[config.mk]
export PLATFORM = sky130hd
export DESIGN_NAME = capture_timer_counter_16bit
export DESIGN_NICKNAME = d
export VERILOG_FILES = /design/src/rtl/core/ctc_pkg.sv /design/src/rtl/core/ctc_in_stage.sv /design/src/rtl/core/ctc_engine.sv /design/src/rtl/core/capture_timer_counter_16bit.sv
export SDC_FILE = /design/constraint.sdc
export NUM_CORES = 1
export LEC_CHECK = 0
export BUFFER_PORTS_ARGS = -buffer_cell sky130_fd_sc_hd__buf_4
export CAP_MARGIN = 20
export CORE_MARGIN = 4
export CORE_UTILIZATION = 40
export DETAILED_ROUTE_END_ITERATION = 10
export SLEW_MARGIN = 20
export SYNTH_ARGS = -nofsm -noshare
export SYNTH_HDL_FRONTEND = slang
export SYNTH_SLANG_ARGS = --single-unit
[constraint.sdc]
create_clock -name clk -period 3.3 [get_ports clk]
set_input_delay 0.66 -clock clk [delete_from_list [all_inputs] [get_ports clk]]
set_output_delay 0.66 -clock clk [all_outputs]
set_load 0.05 [all_outputs]
[src/rtl/core/ctc_pkg.sv]
// Shared types and codes for the 16-bit capture timer/counter.
package ctc_pkg;

  localparam int CNT_W = 16;
  localparam int DATA_W = 16;
  localparam int CFG_IDX_W = 3;
  localparam int CFG_DATA_W = 3;

  localparam logic [CNT_W-1:0] CNT_MAX = {CNT_W{1'b1}};

  localparam logic [1:0] ACT_TICK  = 2'd0;
  localparam logic [1:0] ACT_EVENT = 2'd1;
  localparam logic [1:0] ACT_READ  = 2'd2;
  localparam logic [1:0] ACT_WRITE = 2'd3;

  localparam logic [1:0] SEL_COUNT   = 2'd0;
  localparam logic [1:0] SEL_COMPARE = 2'd1;
  localparam logic [1:0] SEL_FLAGS   = 2'd2;
  localparam logic [1:0] SEL_STATUS  = 2'd3;

  localparam logic [2:0] MODE_PERIODIC = 3'd0;
  localparam logic [2:0] MODE_TIMEOUT  = 3'd1;
  localparam logic [2:0] MODE_CAPTURE  = 3'd2;
  localparam logic [2:0] MODE_FREQ     = 3'd3;
  localparam logic [2:0] MODE_PWIDTH   = 3'd4;
  localparam logic [2:0] MODE_FREQ_PW  = 3'd5;

  localparam logic [CFG_IDX_W-1:0] CFG_ENABLE     = 3'd0;
  localparam logic [CFG_IDX_W-1:0] CFG_MODE       = 3'd1;
  localparam logic [CFG_IDX_W-1:0] CFG_DIV2       = 3'd2;
  localparam logic [CFG_IDX_W-1:0] CFG_EDGE_FALL  = 3'd3;
  localparam logic [CFG_IDX_W-1:0] CFG_EVENT_EN   = 3'd4;
  localparam logic [CFG_IDX_W-1:0] CFG_IRQ_EN     = 3'd5;

  localparam int FLAG_CAPT_BIT = 0;
  localparam int FLAG_OVF_BIT  = 1;

  localparam logic [1:0] DUAL_IDLE    = 2'd0;
  localparam logic [1:0] DUAL_PERIOD  = 2'd1;
  localparam logic [1:0] DUAL_WIDTH   = 2'd2;

  typedef struct packed {
    logic [1:0]        action;
    logic              evt_level;
    logic [1:0]        reg_select;
    logic [DATA_W-1:0] write_data;
  } item_t;

  typedef struct packed {
    logic [DATA_W-1:0] read_data;
    logic              capt_flag;
    logic              ovf_flag;
    logic              capt_event_pulse;
    logic              interrupt_request;
    logic              running;
  } res_t;

endpackage

[src/rtl/core/ctc_in_stage.sv]
// Input register stage that holds one accepted word until the engine takes it.
module ctc_in_stage (
  input  logic          clk,
  input  logic          rst_n,
  input  logic          in_valid,
  output logic          in_stall,
  input  ctc_pkg::item_t in_item,
  input  logic          adv,
  output logic          s1_vld,
  output ctc_pkg::item_t s1_item
);

  logic           vld_r;
  ctc_pkg::item_t item_r;
  logic           load;

  assign load     = !vld_r || adv;
  assign in_stall = vld_r && !adv;
  assign s1_vld   = vld_r;
  assign s1_item  = item_r;

  always_ff @(posedge clk) begin
    if (!rst_n) begin
      vld_r <= 1'b0;
    end else if (load) begin
      vld_r <= in_valid;
    end
  end

  always_ff @(posedge clk) begin
    if (load && in_valid) begin
      item_r <= in_item;
    end
  end

endmodule

[src/rtl/core/ctc_engine.sv]
// Timer state, configuration registers and the single-pass next-state logic.
module ctc_engine (
  input  logic                             clk,
  input  logic                             rst_n,
  input  logic                             fire,
  input  ctc_pkg::item_t                   item,
  input  logic                             cfg_we,
  input  logic [ctc_pkg::CFG_IDX_W-1:0]    cfg_idx,
  input  logic [ctc_pkg::CFG_DATA_W-1:0]   cfg_data,
  output ctc_pkg::res_t                    res
);

  logic                      en_r, en_nxt;
  logic [2:0]                mode_r, mode_nxt;
  logic                      div2_r, div2_nxt;
  logic                      edge_fall_r, edge_fall_nxt;
  logic                      evt_en_r, evt_en_nxt;
  logic                      irq_en_r, irq_en_nxt;
  logic [ctc_pkg::CNT_W-1:0] count_r, count_nxt;
  logic [ctc_pkg::CNT_W-1:0] top_r, top_nxt;
  logic                      phase_r, phase_nxt;
  logic                      run_r, run_nxt;
  logic                      capt_r, capt_nxt;
  logic                      ovf_r, ovf_nxt;
  logic                      last_lvl_r, last_lvl_nxt;
  logic                      armed_r, armed_nxt;
  logic [1:0]                dual_r, dual_nxt;

  logic                        pulse;
  logic [ctc_pkg::DATA_W-1:0]  rd;
  logic                        adv;
  logic                        rise;
  logic                        fall;
  logic                        active;

  always_comb begin
    en_nxt        = en_r;
    mode_nxt      = mode_r;
    div2_nxt      = div2_r;
    edge_fall_nxt = edge_fall_r;
    evt_en_nxt    = evt_en_r;
    irq_en_nxt    = irq_en_r;
    count_nxt     = count_r;
    top_nxt       = top_r;
    phase_nxt     = phase_r;
    run_nxt       = run_r;
    capt_nxt      = capt_r;
    ovf_nxt       = ovf_r;
    last_lvl_nxt  = last_lvl_r;
    armed_nxt     = armed_r;
    dual_nxt      = dual_r;
    pulse         = 1'b0;
    rd            = '0;
    adv           = 1'b0;
    rise          = !last_lvl_r && item.evt_level;
    fall          = last_lvl_r && !item.evt_level;
    active        = edge_fall_r ? fall : rise;

    if (cfg_we) begin
      case (cfg_idx)
        ctc_pkg::CFG_ENABLE: begin
          en_nxt = cfg_data[0];
        end
        ctc_pkg::CFG_MODE: begin
          mode_nxt  = cfg_data[2:0];
          armed_nxt = 1'b0;
          dual_nxt  = ctc_pkg::DUAL_IDLE;
        end
        ctc_pkg::CFG_DIV2:      div2_nxt      = cfg_data[0];
        ctc_pkg::CFG_EDGE_FALL: edge_fall_nxt = cfg_data[0];
        ctc_pkg::CFG_EVENT_EN:  evt_en_nxt    = cfg_data[0];
        ctc_pkg::CFG_IRQ_EN:    irq_en_nxt    = cfg_data[0];
        default: ;
      endcase
      if (cfg_idx == ctc_pkg::CFG_ENABLE || cfg_idx == ctc_pkg::CFG_MODE ||
          cfg_idx == ctc_pkg::CFG_DIV2) begin
        run_nxt   = en_nxt && (mode_nxt inside {ctc_pkg::MODE_PERIODIC,
                                                ctc_pkg::MODE_CAPTURE,
                                                ctc_pkg::MODE_FREQ});
        phase_nxt = 1'b0;
      end
    end else if (fire) begin
      case (item.action)
        ctc_pkg::ACT_TICK: begin
          if (en_r && run_r) begin
            if (div2_r) begin
              phase_nxt = !phase_r;
              adv       = phase_r;
            end else begin
              phase_nxt = 1'b0;
              adv       = 1'b1;
            end
            if (adv) begin
              case (mode_r)
                ctc_pkg::MODE_PERIODIC: begin
                  if (count_r == top_r) begin
                    count_nxt = '0;
                    capt_nxt  = 1'b1;
                    pulse     = 1'b1;
                  end else begin
                    count_nxt = count_r + 1'b1;
                  end
                end
                ctc_pkg::MODE_TIMEOUT: begin
                  if (count_r == top_r) begin
                    run_nxt   = 1'b0;
                    phase_nxt = 1'b0;
                    capt_nxt  = 1'b1;
                    pulse     = 1'b1;
                  end else begin
                    count_nxt = count_r + 1'b1;
                  end
                end
                ctc_pkg::MODE_CAPTURE, ctc_pkg::MODE_FREQ,
                ctc_pkg::MODE_PWIDTH, ctc_pkg::MODE_FREQ_PW: begin
                  if (count_r == ctc_pkg::CNT_MAX) begin
                    ovf_nxt = 1'b1;
                  end
                  count_nxt = count_r + 1'b1;
                end
                default: begin
                  run_nxt   = 1'b0;
                  phase_nxt = 1'b0;
                end
              endcase
            end
          end
        end
        ctc_pkg::ACT_EVENT: begin
          last_lvl_nxt = item.evt_level;
          if (en_r && evt_en_r && (last_lvl_r != item.evt_level)) begin
            case (mode_r)
              ctc_pkg::MODE_TIMEOUT: begin
                if (active) begin
                  phase_nxt = 1'b0;
                  if (run_r) begin
                    run_nxt = 1'b0;
                  end else begin
                    run_nxt   = 1'b1;
                    count_nxt = '0;
                  end
                end
              end
              ctc_pkg::MODE_CAPTURE: begin
                if (active) begin
                  top_nxt  = count_r;
                  capt_nxt = 1'b1;
                  pulse    = 1'b1;
                end
              end
              ctc_pkg::MODE_FREQ: begin
                if (active) begin
                  top_nxt   = count_r;
                  capt_nxt  = 1'b1;
                  pulse     = 1'b1;
                  run_nxt   = 1'b1;
                  count_nxt = '0;
                  phase_nxt = 1'b0;
                end
              end
              ctc_pkg::MODE_PWIDTH: begin
                if (rise) begin
                  armed_nxt = 1'b1;
                  run_nxt   = 1'b1;
                  count_nxt = '0;
                  phase_nxt = 1'b0;
                end else if (fall && armed_r) begin
                  top_nxt   = count_r;
                  capt_nxt  = 1'b1;
                  pulse     = 1'b1;
                  run_nxt   = 1'b0;
                  phase_nxt = 1'b0;
                  armed_nxt = 1'b0;
                end
              end
              ctc_pkg::MODE_FREQ_PW: begin
                if (rise) begin
                  phase_nxt = 1'b0;
                  if (dual_r == ctc_pkg::DUAL_IDLE) begin
                    dual_nxt  = ctc_pkg::DUAL_PERIOD;
                    run_nxt   = 1'b1;
                    count_nxt = '0;
                  end else begin
                    run_nxt  = 1'b0;
                    capt_nxt = 1'b1;
                    pulse    = 1'b1;
                    dual_nxt = ctc_pkg::DUAL_IDLE;
                  end
                end else if (fall && dual_r == ctc_pkg::DUAL_PERIOD) begin
                  top_nxt  = count_r;
                  dual_nxt = ctc_pkg::DUAL_WIDTH;
                end
              end
              default: ;
            endcase
          end
        end
        ctc_pkg::ACT_READ: begin
          case (item.reg_select)
            ctc_pkg::SEL_COUNT: rd = count_r;
            ctc_pkg::SEL_COMPARE: begin
              rd = top_r;
              if (mode_r inside {ctc_pkg::MODE_CAPTURE, ctc_pkg::MODE_FREQ,
                                 ctc_pkg::MODE_PWIDTH, ctc_pkg::MODE_FREQ_PW}) begin
                capt_nxt = 1'b0;
              end
            end
            ctc_pkg::SEL_FLAGS: rd = {{(ctc_pkg::DATA_W-2){1'b0}}, ovf_r, capt_r};
            default:            rd = {{(ctc_pkg::DATA_W-1){1'b0}}, run_r};
          endcase
        end
        default: begin
          if (item.reg_select == ctc_pkg::SEL_COMPARE) begin
            top_nxt = item.write_data;
          end else if (item.reg_select == ctc_pkg::SEL_FLAGS) begin
            if (item.write_data[ctc_pkg::FLAG_CAPT_BIT]) begin
              capt_nxt = 1'b0;
            end
            if (item.write_data[ctc_pkg::FLAG_OVF_BIT]) begin
              ovf_nxt = 1'b0;
            end
          end
        end
      endcase
    end
  end

  assign res.read_data         = rd;
  assign res.capt_flag         = capt_nxt;
  assign res.ovf_flag          = ovf_nxt;
  assign res.capt_event_pulse  = pulse;
  assign res.interrupt_request = capt_nxt && irq_en_r;
  assign res.running           = run_nxt;

  always_ff @(posedge clk) begin
    if (!rst_n) begin
      en_r        <= 1'b0;
      mode_r      <= ctc_pkg::MODE_PERIODIC;
      div2_r      <= 1'b0;
      edge_fall_r <= 1'b0;
      evt_en_r    <= 1'b0;
      irq_en_r    <= 1'b0;
      count_r     <= '0;
      top_r       <= '0;
      phase_r     <= 1'b0;
      run_r       <= 1'b0;
      capt_r      <= 1'b0;
      ovf_r       <= 1'b0;
      last_lvl_r  <= 1'b0;
      armed_r     <= 1'b0;
      dual_r      <= ctc_pkg::DUAL_IDLE;
    end else begin
      en_r        <= en_nxt;
      mode_r      <= mode_nxt;
      div2_r      <= div2_nxt;
      edge_fall_r <= edge_fall_nxt;
      evt_en_r    <= evt_en_nxt;
      irq_en_r    <= irq_en_nxt;
      count_r     <= count_nxt;
      top_r       <= top_nxt;
      phase_r     <= phase_nxt;
      run_r       <= run_nxt;
      capt_r      <= capt_nxt;
      ovf_r       <= ovf_nxt;
      last_lvl_r  <= last_lvl_nxt;
      armed_r     <= armed_nxt;
      dual_r      <= dual_nxt;
    end
  end

  a_run_needs_enable: assert property (@(posedge clk) disable iff (!rst_n)
    run_r |-> en_r) else $error("counter running while disabled");

  a_run_defined_mode: assert property (@(posedge clk) disable iff (!rst_n)
    run_r |-> (mode_r <= ctc_pkg::MODE_FREQ_PW))
    else $error("counter running in an undefined mode");

  a_phase_needs_div2: assert property (@(posedge clk) disable iff (!rst_n)
    phase_r |-> div2_r) else $error("prescaler phase set without divide-by-two");

  a_armed_in_pwidth: assert property (@(posedge clk) disable iff (!rst_n)
    armed_r |-> (mode_r == ctc_pkg::MODE_PWIDTH))
    else $error("width measurement armed outside pulse-width mode");

  a_dual_in_freq_pw: assert property (@(posedge clk) disable iff (!rst_n)
    (dual_r != ctc_pkg::DUAL_IDLE) |-> (mode_r == ctc_pkg::MODE_FREQ_PW))
    else $error("dual stage active outside frequency and pulse-width mode");

endmodule

[src/rtl/core/capture_timer_counter_16bit.sv]
// Top level of the 16-bit timer/counter with periodic, time-out, capture, frequency and pulse-width modes.
// An accepted word is held in the input register, then its result is loaded into the result register;
// an output stall holds it in the input register. One word per cycle while the output is not stalled; the
// input register and the result register are each one stage, and the state update is done in one pass between them.
// Reset is synchronous and active low; it clears all timer state, the configuration
// and both stage valid bits.
module capture_timer_counter_16bit (
  input  logic                             clk,
  input  logic                             rst_n,
  input  logic                             in_valid,
  output logic                             in_stall,
  input  logic [1:0]                       in_action,
  input  logic                             in_evt_level,
  input  logic [1:0]                       in_reg_select,
  input  logic [ctc_pkg::DATA_W-1:0]       in_write_data,
  output logic                             out_valid,
  input  logic                             out_stall,
  output logic [ctc_pkg::DATA_W-1:0]       out_read_data,
  output logic                             out_capt_flag,
  output logic                             out_ovf_flag,
  output logic                             out_capt_event_pulse,
  output logic                             out_interrupt_request,
  output logic                             out_running,
  input  logic                             cfg_write_en,
  input  logic [ctc_pkg::CFG_IDX_W-1:0]    cfg_index,
  input  logic [ctc_pkg::CFG_DATA_W-1:0]   cfg_write_data
);

  ctc_pkg::item_t in_item;
  ctc_pkg::item_t s1_item;
  ctc_pkg::res_t  res;
  ctc_pkg::res_t  res_r;
  logic           s1_vld;
  logic           adv;
  logic           fire;
  logic           out_vld_r;

  assign in_item.action      = in_action;
  assign in_item.evt_level   = in_evt_level;
  assign in_item.reg_select  = in_reg_select;
  assign in_item.write_data  = in_write_data;

  assign adv  = !out_vld_r || !out_stall;
  assign fire = s1_vld && adv;

  ctc_in_stage u_in_stage (
    .clk      (clk),
    .rst_n    (rst_n),
    .in_valid (in_valid),
    .in_stall (in_stall),
    .in_item  (in_item),
    .adv      (adv),
    .s1_vld   (s1_vld),
    .s1_item  (s1_item)
  );

  ctc_engine u_engine (
    .clk      (clk),
    .rst_n    (rst_n),
    .fire     (fire),
    .item     (s1_item),
    .cfg_we   (cfg_write_en),
    .cfg_idx  (cfg_index),
    .cfg_data (cfg_write_data),
    .res      (res)
  );

  always_ff @(posedge clk) begin
    if (!rst_n) begin
      out_vld_r <= 1'b0;
    end else if (adv) begin
      out_vld_r <= s1_vld;
    end
  end

  always_ff @(posedge clk) begin
    if (fire) begin
      res_r <= res;
    end
  end

  assign out_valid             = out_vld_r;
  assign out_read_data         = res_r.read_data;
  assign out_capt_flag         = res_r.capt_flag;
  assign out_ovf_flag          = res_r.ovf_flag;
  assign out_capt_event_pulse  = res_r.capt_event_pulse;
  assign out_interrupt_request = res_r.interrupt_request;
  assign out_running           = res_r.running;

  a_pulse_sets_flag: assert property (@(posedge clk) disable iff (!rst_n)
    (out_vld_r && res_r.capt_event_pulse) |-> res_r.capt_flag)
    else $error("capture event without capture flag");

  a_fire_fills_output: assert property (@(posedge clk) disable iff (!rst_n)
    fire |=> out_vld_r) else $error("processed word did not reach the output");

  a_irq_needs_flag: assert property (@(posedge clk) disable iff (!rst_n)
    (out_vld_r && res_r.interrupt_request) |-> res_r.capt_flag)
    else $error("interrupt request without capture flag");

endmodule

# == Yosys cells after proc, flatten, opt, wreduce, memory -nomap -nowiden ==
# Cells that the tools add are included.
# op_classes
add_sub_neg,1
eq_ne,46
muxes,123
bitwise,3
reduce_logical,59
# op_table
op,count
16-bit two-way mux,18
16-bit one-hot mux with 3 select lines,3
1-bit two-way mux,78
16-bit one-hot mux with 2 select lines,2
16-bit one-hot mux with 4 select lines,1
3-bit by 2-bit != test with 1-bit output (second input constant),10
3-bit by 2-bit equality test with 1-bit output (second input constant),6
16-bit by 1-bit adder with 16-bit output (second input constant),1
16-bit equality test,1
16-bit equality test (second input constant),1
2-bit two-way mux,8
15-bit AND reduction,1
2-bit nonzero test,7
3-bit equality test (second input constant),4
1-bit logical AND,12
3-bit != test (second input constant),4
1-bit one-hot mux with 2 select lines,6
1-bit one-hot mux with 3 select lines,4
6-bit AND reduction,2
3-bit nonzero test,4
2-bit OR reduction,6
11-bit AND reduction,1
2-bit by 1-bit != test with 1-bit output (second input constant),5
5-bit by 3-bit != test with 1-bit output (second input constant),2
other kinds (21),45
# totals
regBits,92
input_bits,32
output_inout_bits,23
elab_cells,259

# == Longest topological paths before layout ==
# Gate-level depths: netlist of run 1.
# depth
word_depth,11
ltp_mapped,10
ltp_nobuf,10

# == Hierarchy ==
# Synthesis of run 1 repeated with hierarchy kept, for this count alone.
# unflattened
cells_unflattened,471
area_unflattened_um2,4810.9
# by_module_without_submodules
module,n_inst,cells_each,area_each_um2,seq_area_each_um2
ctc_engine,1,420,3460.8,960.9
ctc_in_stage,1,25,678.2,650.6
capture_timer_counter_16bit,1,26,671.9,650.6

# == Least setup slack after synthesis of run 1 ==
# Ideal clock, no wire load.
# synth_timing
path_type,input-to-reg
start,in out_stall
end,reg u_engine.count_r[10] (netlist bit)
setup_ns,0.121
arrival_time_ns,2.473
required_time_ns,3.179
setup_slack_ns,0.706
cell_stages,7
n_path_buf,1
cell_sequence,a21boi_2 nand2b_1 a311o_1 a211o_4 buf_8 a21oi_1 o22ai_1
# synth_between
elab_chain_cells,4
# synth_lines
item,line_no,source
start: declaration,capture_timer_counter_16bit.sv:17,"input logic out_stall,"
1-bit zero test,capture_timer_counter_16bit.sv:43,assign adv = !out_vld_r || !out_stall;
1-bit logical OR,capture_timer_counter_16bit.sv:43,
1-bit logical AND,capture_timer_counter_16bit.sv:44,assign fire = s1_vld && adv;
15-bit AND reduction (no line),--,
end signal: assignment,ctc_engine.sv:259,count_r <= count_nxt;
end: declaration,ctc_engine.sv:19,"logic [ctc_pkg::CNT_W-1:0] count_r, count_nxt;"
# Every way passes these cells.
# A chain may end at the register's enable or synchronous reset.

# == Worst setup path in the final report of run 1 ==
# layout_timing
start,reg u_in_stage.item_r (netlist bit u_in_stage.s1_item[18])
end,reg u_engine.top_r[6] (netlist bit)
# layout_between
elab_chain_cells,5
elab_cells_between_ends,15
classes_between,eq/ne (7); mux (1); reduce/logical (7)
# layout_lines
item,line_no,source
start: declaration,ctc_in_stage.sv:14,ctc_pkg::item_t item_r;
start signal: assignment,ctc_in_stage.sv:32,item_r <= in_item;
1-bit zero test,ctc_engine.sv:56,fall = last_lvl_r && !item.evt_level;
1-bit logical AND,ctc_engine.sv:56,
1-bit two-way mux (tied with other cells),ctc_engine.sv:57,active = edge_fall_r ? fall : rise;
3-bit by 2-bit != test with 1-bit output (no line),--,
11-bit AND reduction (no line) *,--,
end signal: assignment,ctc_engine.sv:260,top_r <= top_nxt;
end: declaration,ctc_engine.sv:20,"logic [ctc_pkg::CNT_W-1:0] top_r, top_nxt;"
# Every way passes the cells marked *; elsewhere a longest branch is shown, timed or not.

==> metrics.cfg, run 1 <==
[job]
drv_cap = 0

[setup_path]
rr_startpoint = u_in_stage.s1_item[18]
crit_type = flop to flop
start_kind = flop
end_kind = flop
cp_max_fo = 16
arrival_ns = 2.80
cp.required_ns = 3.54
crit_start = u_in_stage.s1_item[18]

[clock_tree]
postCtsSetupBuffers = 0
cts_hold_buffers = 0
h-tree-depth = 3
cts_resized = 0
cts_root_buf = clkbuf_16
clockBufferDepth = 2
worstSkewPairLatency_ns = 0.35
clkSinkCount = 92
clk_pin_slew_worst_paths_ns = 0.07
cts_tree = yes
numCtsBuffers = 9

[detailed_routing]
wire_per_inst_um = 17.0
first_iter_violations = 273
drcViolationCount = 0
routed_via_density = 5.36
dr.pass1.iters = 4
ant_nets = 0
vias = 3781
drt-total-wl_mm = 12.0

[yosys]
synth-xor-area-share = 0.0323
netlist_area_sq_um = 5070
synthSimpleGateAreaFrac = 0.206
synth_top_flop_cell = dfxtp_1
synth_area_leaders = edfxtp_1, dfxtp_1, mux2i_1
muxShareOfSynthArea = 0.122
yosys_warnings = 0
synth_top_area_frac = 0.249
synth_top_family_by_area = simple AND/OR/NAND/NOR gates
synth_edf_count = 42
ys_types = 75
yosysMostFrequentCell = dfxtp_1
yosys_register_bits = 92
synth_cells = 496
async_flop_share = 0
netlist.top_cell.by_area = edfxtp_1
synth.top_cells.by_count = dfxtp_1, edfxtp_1, mux2i_1
avgSynthCellArea_sq_um = 10.2
yosysSeqAreaShare = 0.446
synth_compound_gate_area_share = 0.125
syn_nets = 536
synth_fa_ha_area_frac = 0.0197

[sta]
relSlewSlack = 0.476
setup_slack_ns = 0.747
worst_pin_slew_ns = 0.784
rsz0062_at_grt = no
maxSlewViolCount = 0
fin_skew_ns = 0.0119
max_clock_freq_mhz = 392
fin_crit_sh = 0.774
period_minus_slack_ns = 2.55
setup_viol = 0
setup_tns_ns = 0
hold_viol_final = 0

[cells_and_area]
multi_input_area_sq_um = 2560
nets = 572
fin_util = 0.476
regArea_sq_um = 2260
antenna_cells = 0
area_growth_pct = 14.7
drive_gt1_frac = 0.220
fillerInstances = 1194

[power]
p_per_area_nw_per_um2 = 424
ir_worst_vdd_mv = 0.211
power.total_mw = 2.46
leakagePower_nw = 2.10

[global_routing]
grt-ovfl-total = 0
grt_usage = 0.170
grt_pass1_wl_mm = 19.3
grt_pass1_vias = 3625
antenna_found_initial = 0
grt_max_degree = 67

[hold_path]
holdCritPathClass = primary input to flop
hold_path_startpoint = in_write_data[2]

[placement]
post-place-ws_ns = 0.770
dp_hpwl_mm = 8.34
numPortBuffers = 54
place_congestion = 0.827

[floorplan]
io_pins = 55
start_util = 0.415
die-area_sq_um = 14500
rows = 40
core_area_sq_um = 12200
die_h_um = 121
die_x_um = 121

[outcome]
status = complete, no violations

[cells by family (layout without fill, tap and decap cells)]
kind of cell | count (synthesis) | after routing
AOI/OAI and AO/OA | 90 | 90
xor gates and xnor gates | 17 | 17
adders and majority gates | 8 | 8
buffers and inverters | 48 | 89
DFF | 92 | 92
muxes | 58 | 58
and+or+nand+nor | 183 | 183
[sequential cells by signal, indices dropped and copies added (netlist names), 2 cells and up]
name	flops
out_read_data	16
u_engine.dual_r	2
u_engine.top_r	16
u_engine.count_r	16
u_engine.mode_r	3
u_in_stage.s1_item	21
[area by class of cell]
cell class	instances	share of cell area
clock inverter	6	0.00667
tap	168	0.0362
sequential	92	0.389
multi-input combinational	356	0.441
inverter	13	0.00839
timing repair buffer	60	0.0775
clock buffer	10	0.0411
[power breakdown]
group,total [mW],switching [mW],internal (mW)
registers,1.24,0.0181,1.22
clock network,0.980,0.450,0.530
logic,0.243,0.145,0.0978
[per-layer routing]
metal | part of all wire | up-vias | global-route usage
li1 | - | 1865 | -
met1 | 0.50 | 1834 | 0.245
met2 | 0.45 | 66 | 0.250
met3 | 0.034 | 16 | 0.0304
met4 | 0.019 | 0 | 0.0708
met5 | 0 | - | 0
[stage by stage]
step	instances	hold slack [ns]	cell area, sq um
5_1_grt	705	0.464	5810
6_report	705	0.476	5810
3_5_place_dp	689	0.494	5540
2_1_floorplan	496	0.465	5070
4_1_cts	705	0.464	5810
3_3_place_gp	689	0.482	5540
[worst paths after layout]
check	endpoint	slack (ns)	cells past startpoint
worst min-delay path	u_in_stage.s1_item[2]	0.48	1
worst min register to register	out_valid	0.51	2
worst max-delay path	u_engine.top_r[6]	0.75	8
worst max register to register	u_engine.top_r[6]	0.75	8
[critical path: stages, from the launching register on]
cell	delay, ns
edfxtp_1	0.40
ha_1	0.35
mux2_4	0.34
inv_2	0.06
nor3b_1	0.05
o211a_1	0.29
o21ai_4	0.62
mux2i_1	0.25
nor2b_1	0.07
[cell usage in the layout, fill, tap and decap left out, types with 4 or more instances in the layout]
master      n
buf_4      60
dfxtp_1    50
edfxtp_1   42
mux2i_1    39
nand2_1    35
nor2b_1    32
nor2_1     25
a21oi_1    22
mux2_2     17
o22ai_1    16
xnor2_1    14
nand4_1    13
inv_1      12
nand3_1    11
o21ai_0    10
nand2b_1    9
clkbuf_16   9
nor3_1      8
and2_1      8
ha_1        8
nand3b_1    7
nor3b_1     4
o21a_1      4
or3b_2      4
a31oi_1     4
nand4b_1    4
Power figures use the tool's default switching activity.
==> run 2: changes to the inputs <==
Clock period 3.3 ns to 2.6 ns, I/O delays scaled along.
==> run 2 against run 1 <==
Register-to-register slack lost 0.52 ns. Clock power grew 31%. Sequential cell count is the same. Final cell count grew 2.3%. Critical path depth grew 1. Routed wire length grew 4.3%. Via count grew 1.9%. Sequential power grew 27%. Combinational power grew 31%. Global-route usage grew 1.1 points. Cell area grew 2.4%. First-iteration DRC count grew 66%. Largest power group unchanged.
==> metrics.cfg, run 2 (synthesis gave the netlist of run 1 again) <==
[floorplan]
start_util = 0.415  ; unchanged
io_pins = 55  ; unchanged
die_x_um = 121  ; unchanged
core_area_sq_um = 12200  ; unchanged
die_h_um = 121  ; unchanged
die-area_sq_um = 14500  ; unchanged
rows = 40  ; unchanged

[cells_and_area]
final_common_cell = buf_4
nets = 588  ; +2.8%
final_cell_mix = buf_4, dfxtp_1, edfxtp_1
area_growth_pct = 17.4
fin_cells = 721  ; +2.3%
antenna_cells = 0  ; unchanged
largest_reg_flops = 21  ; unchanged
drive_gt1_frac = 0.239  ; +0.0190
fin_util = 0.488  ; +0.0115

[setup_path]
crit_path_cell_trace = inv_1, ha_1, and3_1, a31oi_1, a311o_1, a211oi_2, nand2_2, buf_4, o22ai_1
cp.buffers_inverters = 2  ; +1
rr_startpoint = u_in_stage.s1_item[19]
r2r_cells = 9  ; +1
cp_top_family = compound AO/OA/AOI/OAI gates
arrival_ns = 2.64  ; -0.16 ns
reg2reg_to = u_engine.count_r[3]
start_kind = flop
cp.required_ns = 2.87  ; -0.67 ns
rrSetupSlack_ns = 0.23  ; -0.52 ns
end_kind = flop
crit_type = flop to flop
cp_max_fo = 11  ; -5
max_stage_delay_ns = 0.43  ; -0.19 ns
slowest_stage = edfxtp_1

[hold_path]
hold_path_startpoint = in_write_data[2]
holdPathEnd = u_in_stage.s1_item[2]
holdCritPathClass = primary input to flop
min_delay_path_depth = 1  ; unchanged

[sta]
fin_skew_ns = 0.00535  ; -0.00658 ns
whs_ns = 0.347  ; -0.128 ns
period_minus_slack_ns = 2.37  ; -0.180 ns
setup_viol = 0  ; unchanged
max_clock_freq_mhz = 421  ; +7.6%
setup_tns_ns = 0  ; unchanged
worst_pin_slew_ns = 0.606  ; -0.178 ns
rsz0062_at_grt = no
hold_viol_final = 0  ; unchanged
fin_crit_sh = 0.913  ; +0.139
maxSlewViolCount = 0  ; unchanged
relSlewSlack = 0.591  ; +0.115

[power]
ir_worst_vdd_mv = 0.350  ; +66%
p_per_area_nw_per_um2 = 534  ; +26%
power.total_mw = 3.18  ; +29%
leakagePower_nw = 2.19  ; +4.5%

[clock_tree]
clockBufferDepth = 2  ; unchanged
cts_tree = yes
cts_hold_buffers = 0  ; unchanged
clk_pin_slew_worst_paths_ns = 0.07  ; about the same
numCtsBuffers = 9  ; unchanged
cts_resized = 0  ; unchanged
clkSinkCount = 92  ; unchanged
postCtsSetupBuffers = 0  ; unchanged
cts_root_buf = clkbuf_16
h-tree-depth = 3  ; unchanged
worstSkewPairLatency_ns = 0.35  ; about the same

[job]
drv_cap = 0  ; unchanged

[detailed_routing]
drt-total-wl_mm = 12.5  ; +4.3%
routed_via_density = 5.34  ; -0.36%
wire_per_inst_um = 17.4  ; +2.0%
ant_nets = 0  ; unchanged
first_iter_violations = 454  ; +66%
vias = 3853  ; +1.9%
drcViolationCount = 0  ; unchanged
dr.pass1.iters = 4  ; unchanged

[placement]
dp.cells = 705  ; +2.3%
dp_hpwl_mm = 8.91  ; +6.7%
place_congestion = 0.902  ; +9.1%
numPortBuffers = 54  ; unchanged

[outcome]
status = complete, no violations

[global_routing]
grt_usage = 0.181  ; +0.0111
grt_pass1_vias = 3844  ; +6.0%
grt_max_degree = 46  ; -31%
antenna_found_initial = 0  ; unchanged
grt_pass1_wl_mm = 20.8  ; +7.5%
grt-ovfl-total = 0  ; unchanged

run 2: cell types whose count changed in the layout (fill, tap and decap cells not counted), sizes merged:
cell      change
buf          +16
bufinv        +1
clkbuf        +1
clkinvlp      -1
inv           -1
run 2: through the flow:
stage               setup slack [ns]  instance area (sq um)
detailed placement             0.263                   5670
global placement               0.342                   5670
floorplan                     0.0634                   5070
finish                         0.227                   5950
global route                 0.00540                   5950
CTS                            0.259                   5950
run 2: area by class of cell:
class                      instances  area (sq um)
clock buffer                      11           233
clock inverter                     5          52.6
fill                            1176          6260
inverter                          13          48.8
multi-input combinational        356          2560
sequential                        92          2260
tap                              168           210
timing repair buffer              76           583
run 2: worst max-delay path by stage:
stage / from / end / slack (ns) / cells after the start
after floorplan: out_valid / u_engine.count_r[10] / 0.06 / 7
after global placement: cfg_index[1] / out_running / 0.34 / 7
after detailed placement: u_in_stage.s1_item[19] / u_engine.count_r[5] / 0.26 / 8
after CTS: u_in_stage.s1_item[19] / u_engine.count_r[3] / 0.26 / 9
after global routing: u_engine.last_lvl_r / u_engine.count_r[3] / 0.005 / 9
final: u_in_stage.s1_item[19] / u_engine.count_r[3] / 0.23 / 9
run 2: worst reg2reg max path: stages (launching register included):
cell and delay (ns):
edfxtp_1 0.43, inv_1 0.11, ha_1 0.28, and3_1 0.23, a31oi_1 0.09, a311o_1 0.37, a211oi_2 0.24, nand2_2 0.24
buf_4 0.23, o22ai_1 0.10
run 2: report_power, final:
group	switching (mW)	internal (mW)	total [mW]	leakage (nW)
clock	0.543	0.741	1.28	0.139
sequential	0.0223	1.55	1.58	0.802
combinational	0.190	0.129	0.318	1.25
run 2: metal layers:
layer  part of all wire  track usage  up-vias  wire length (um)
met1               0.49        0.265     1835              6190
met3              0.051       0.0332       18               635
met5                  0            0        -                 0
li1                   -            -     1904                 -
met4              0.018       0.0652        0               230
met2               0.44        0.265       96              5460
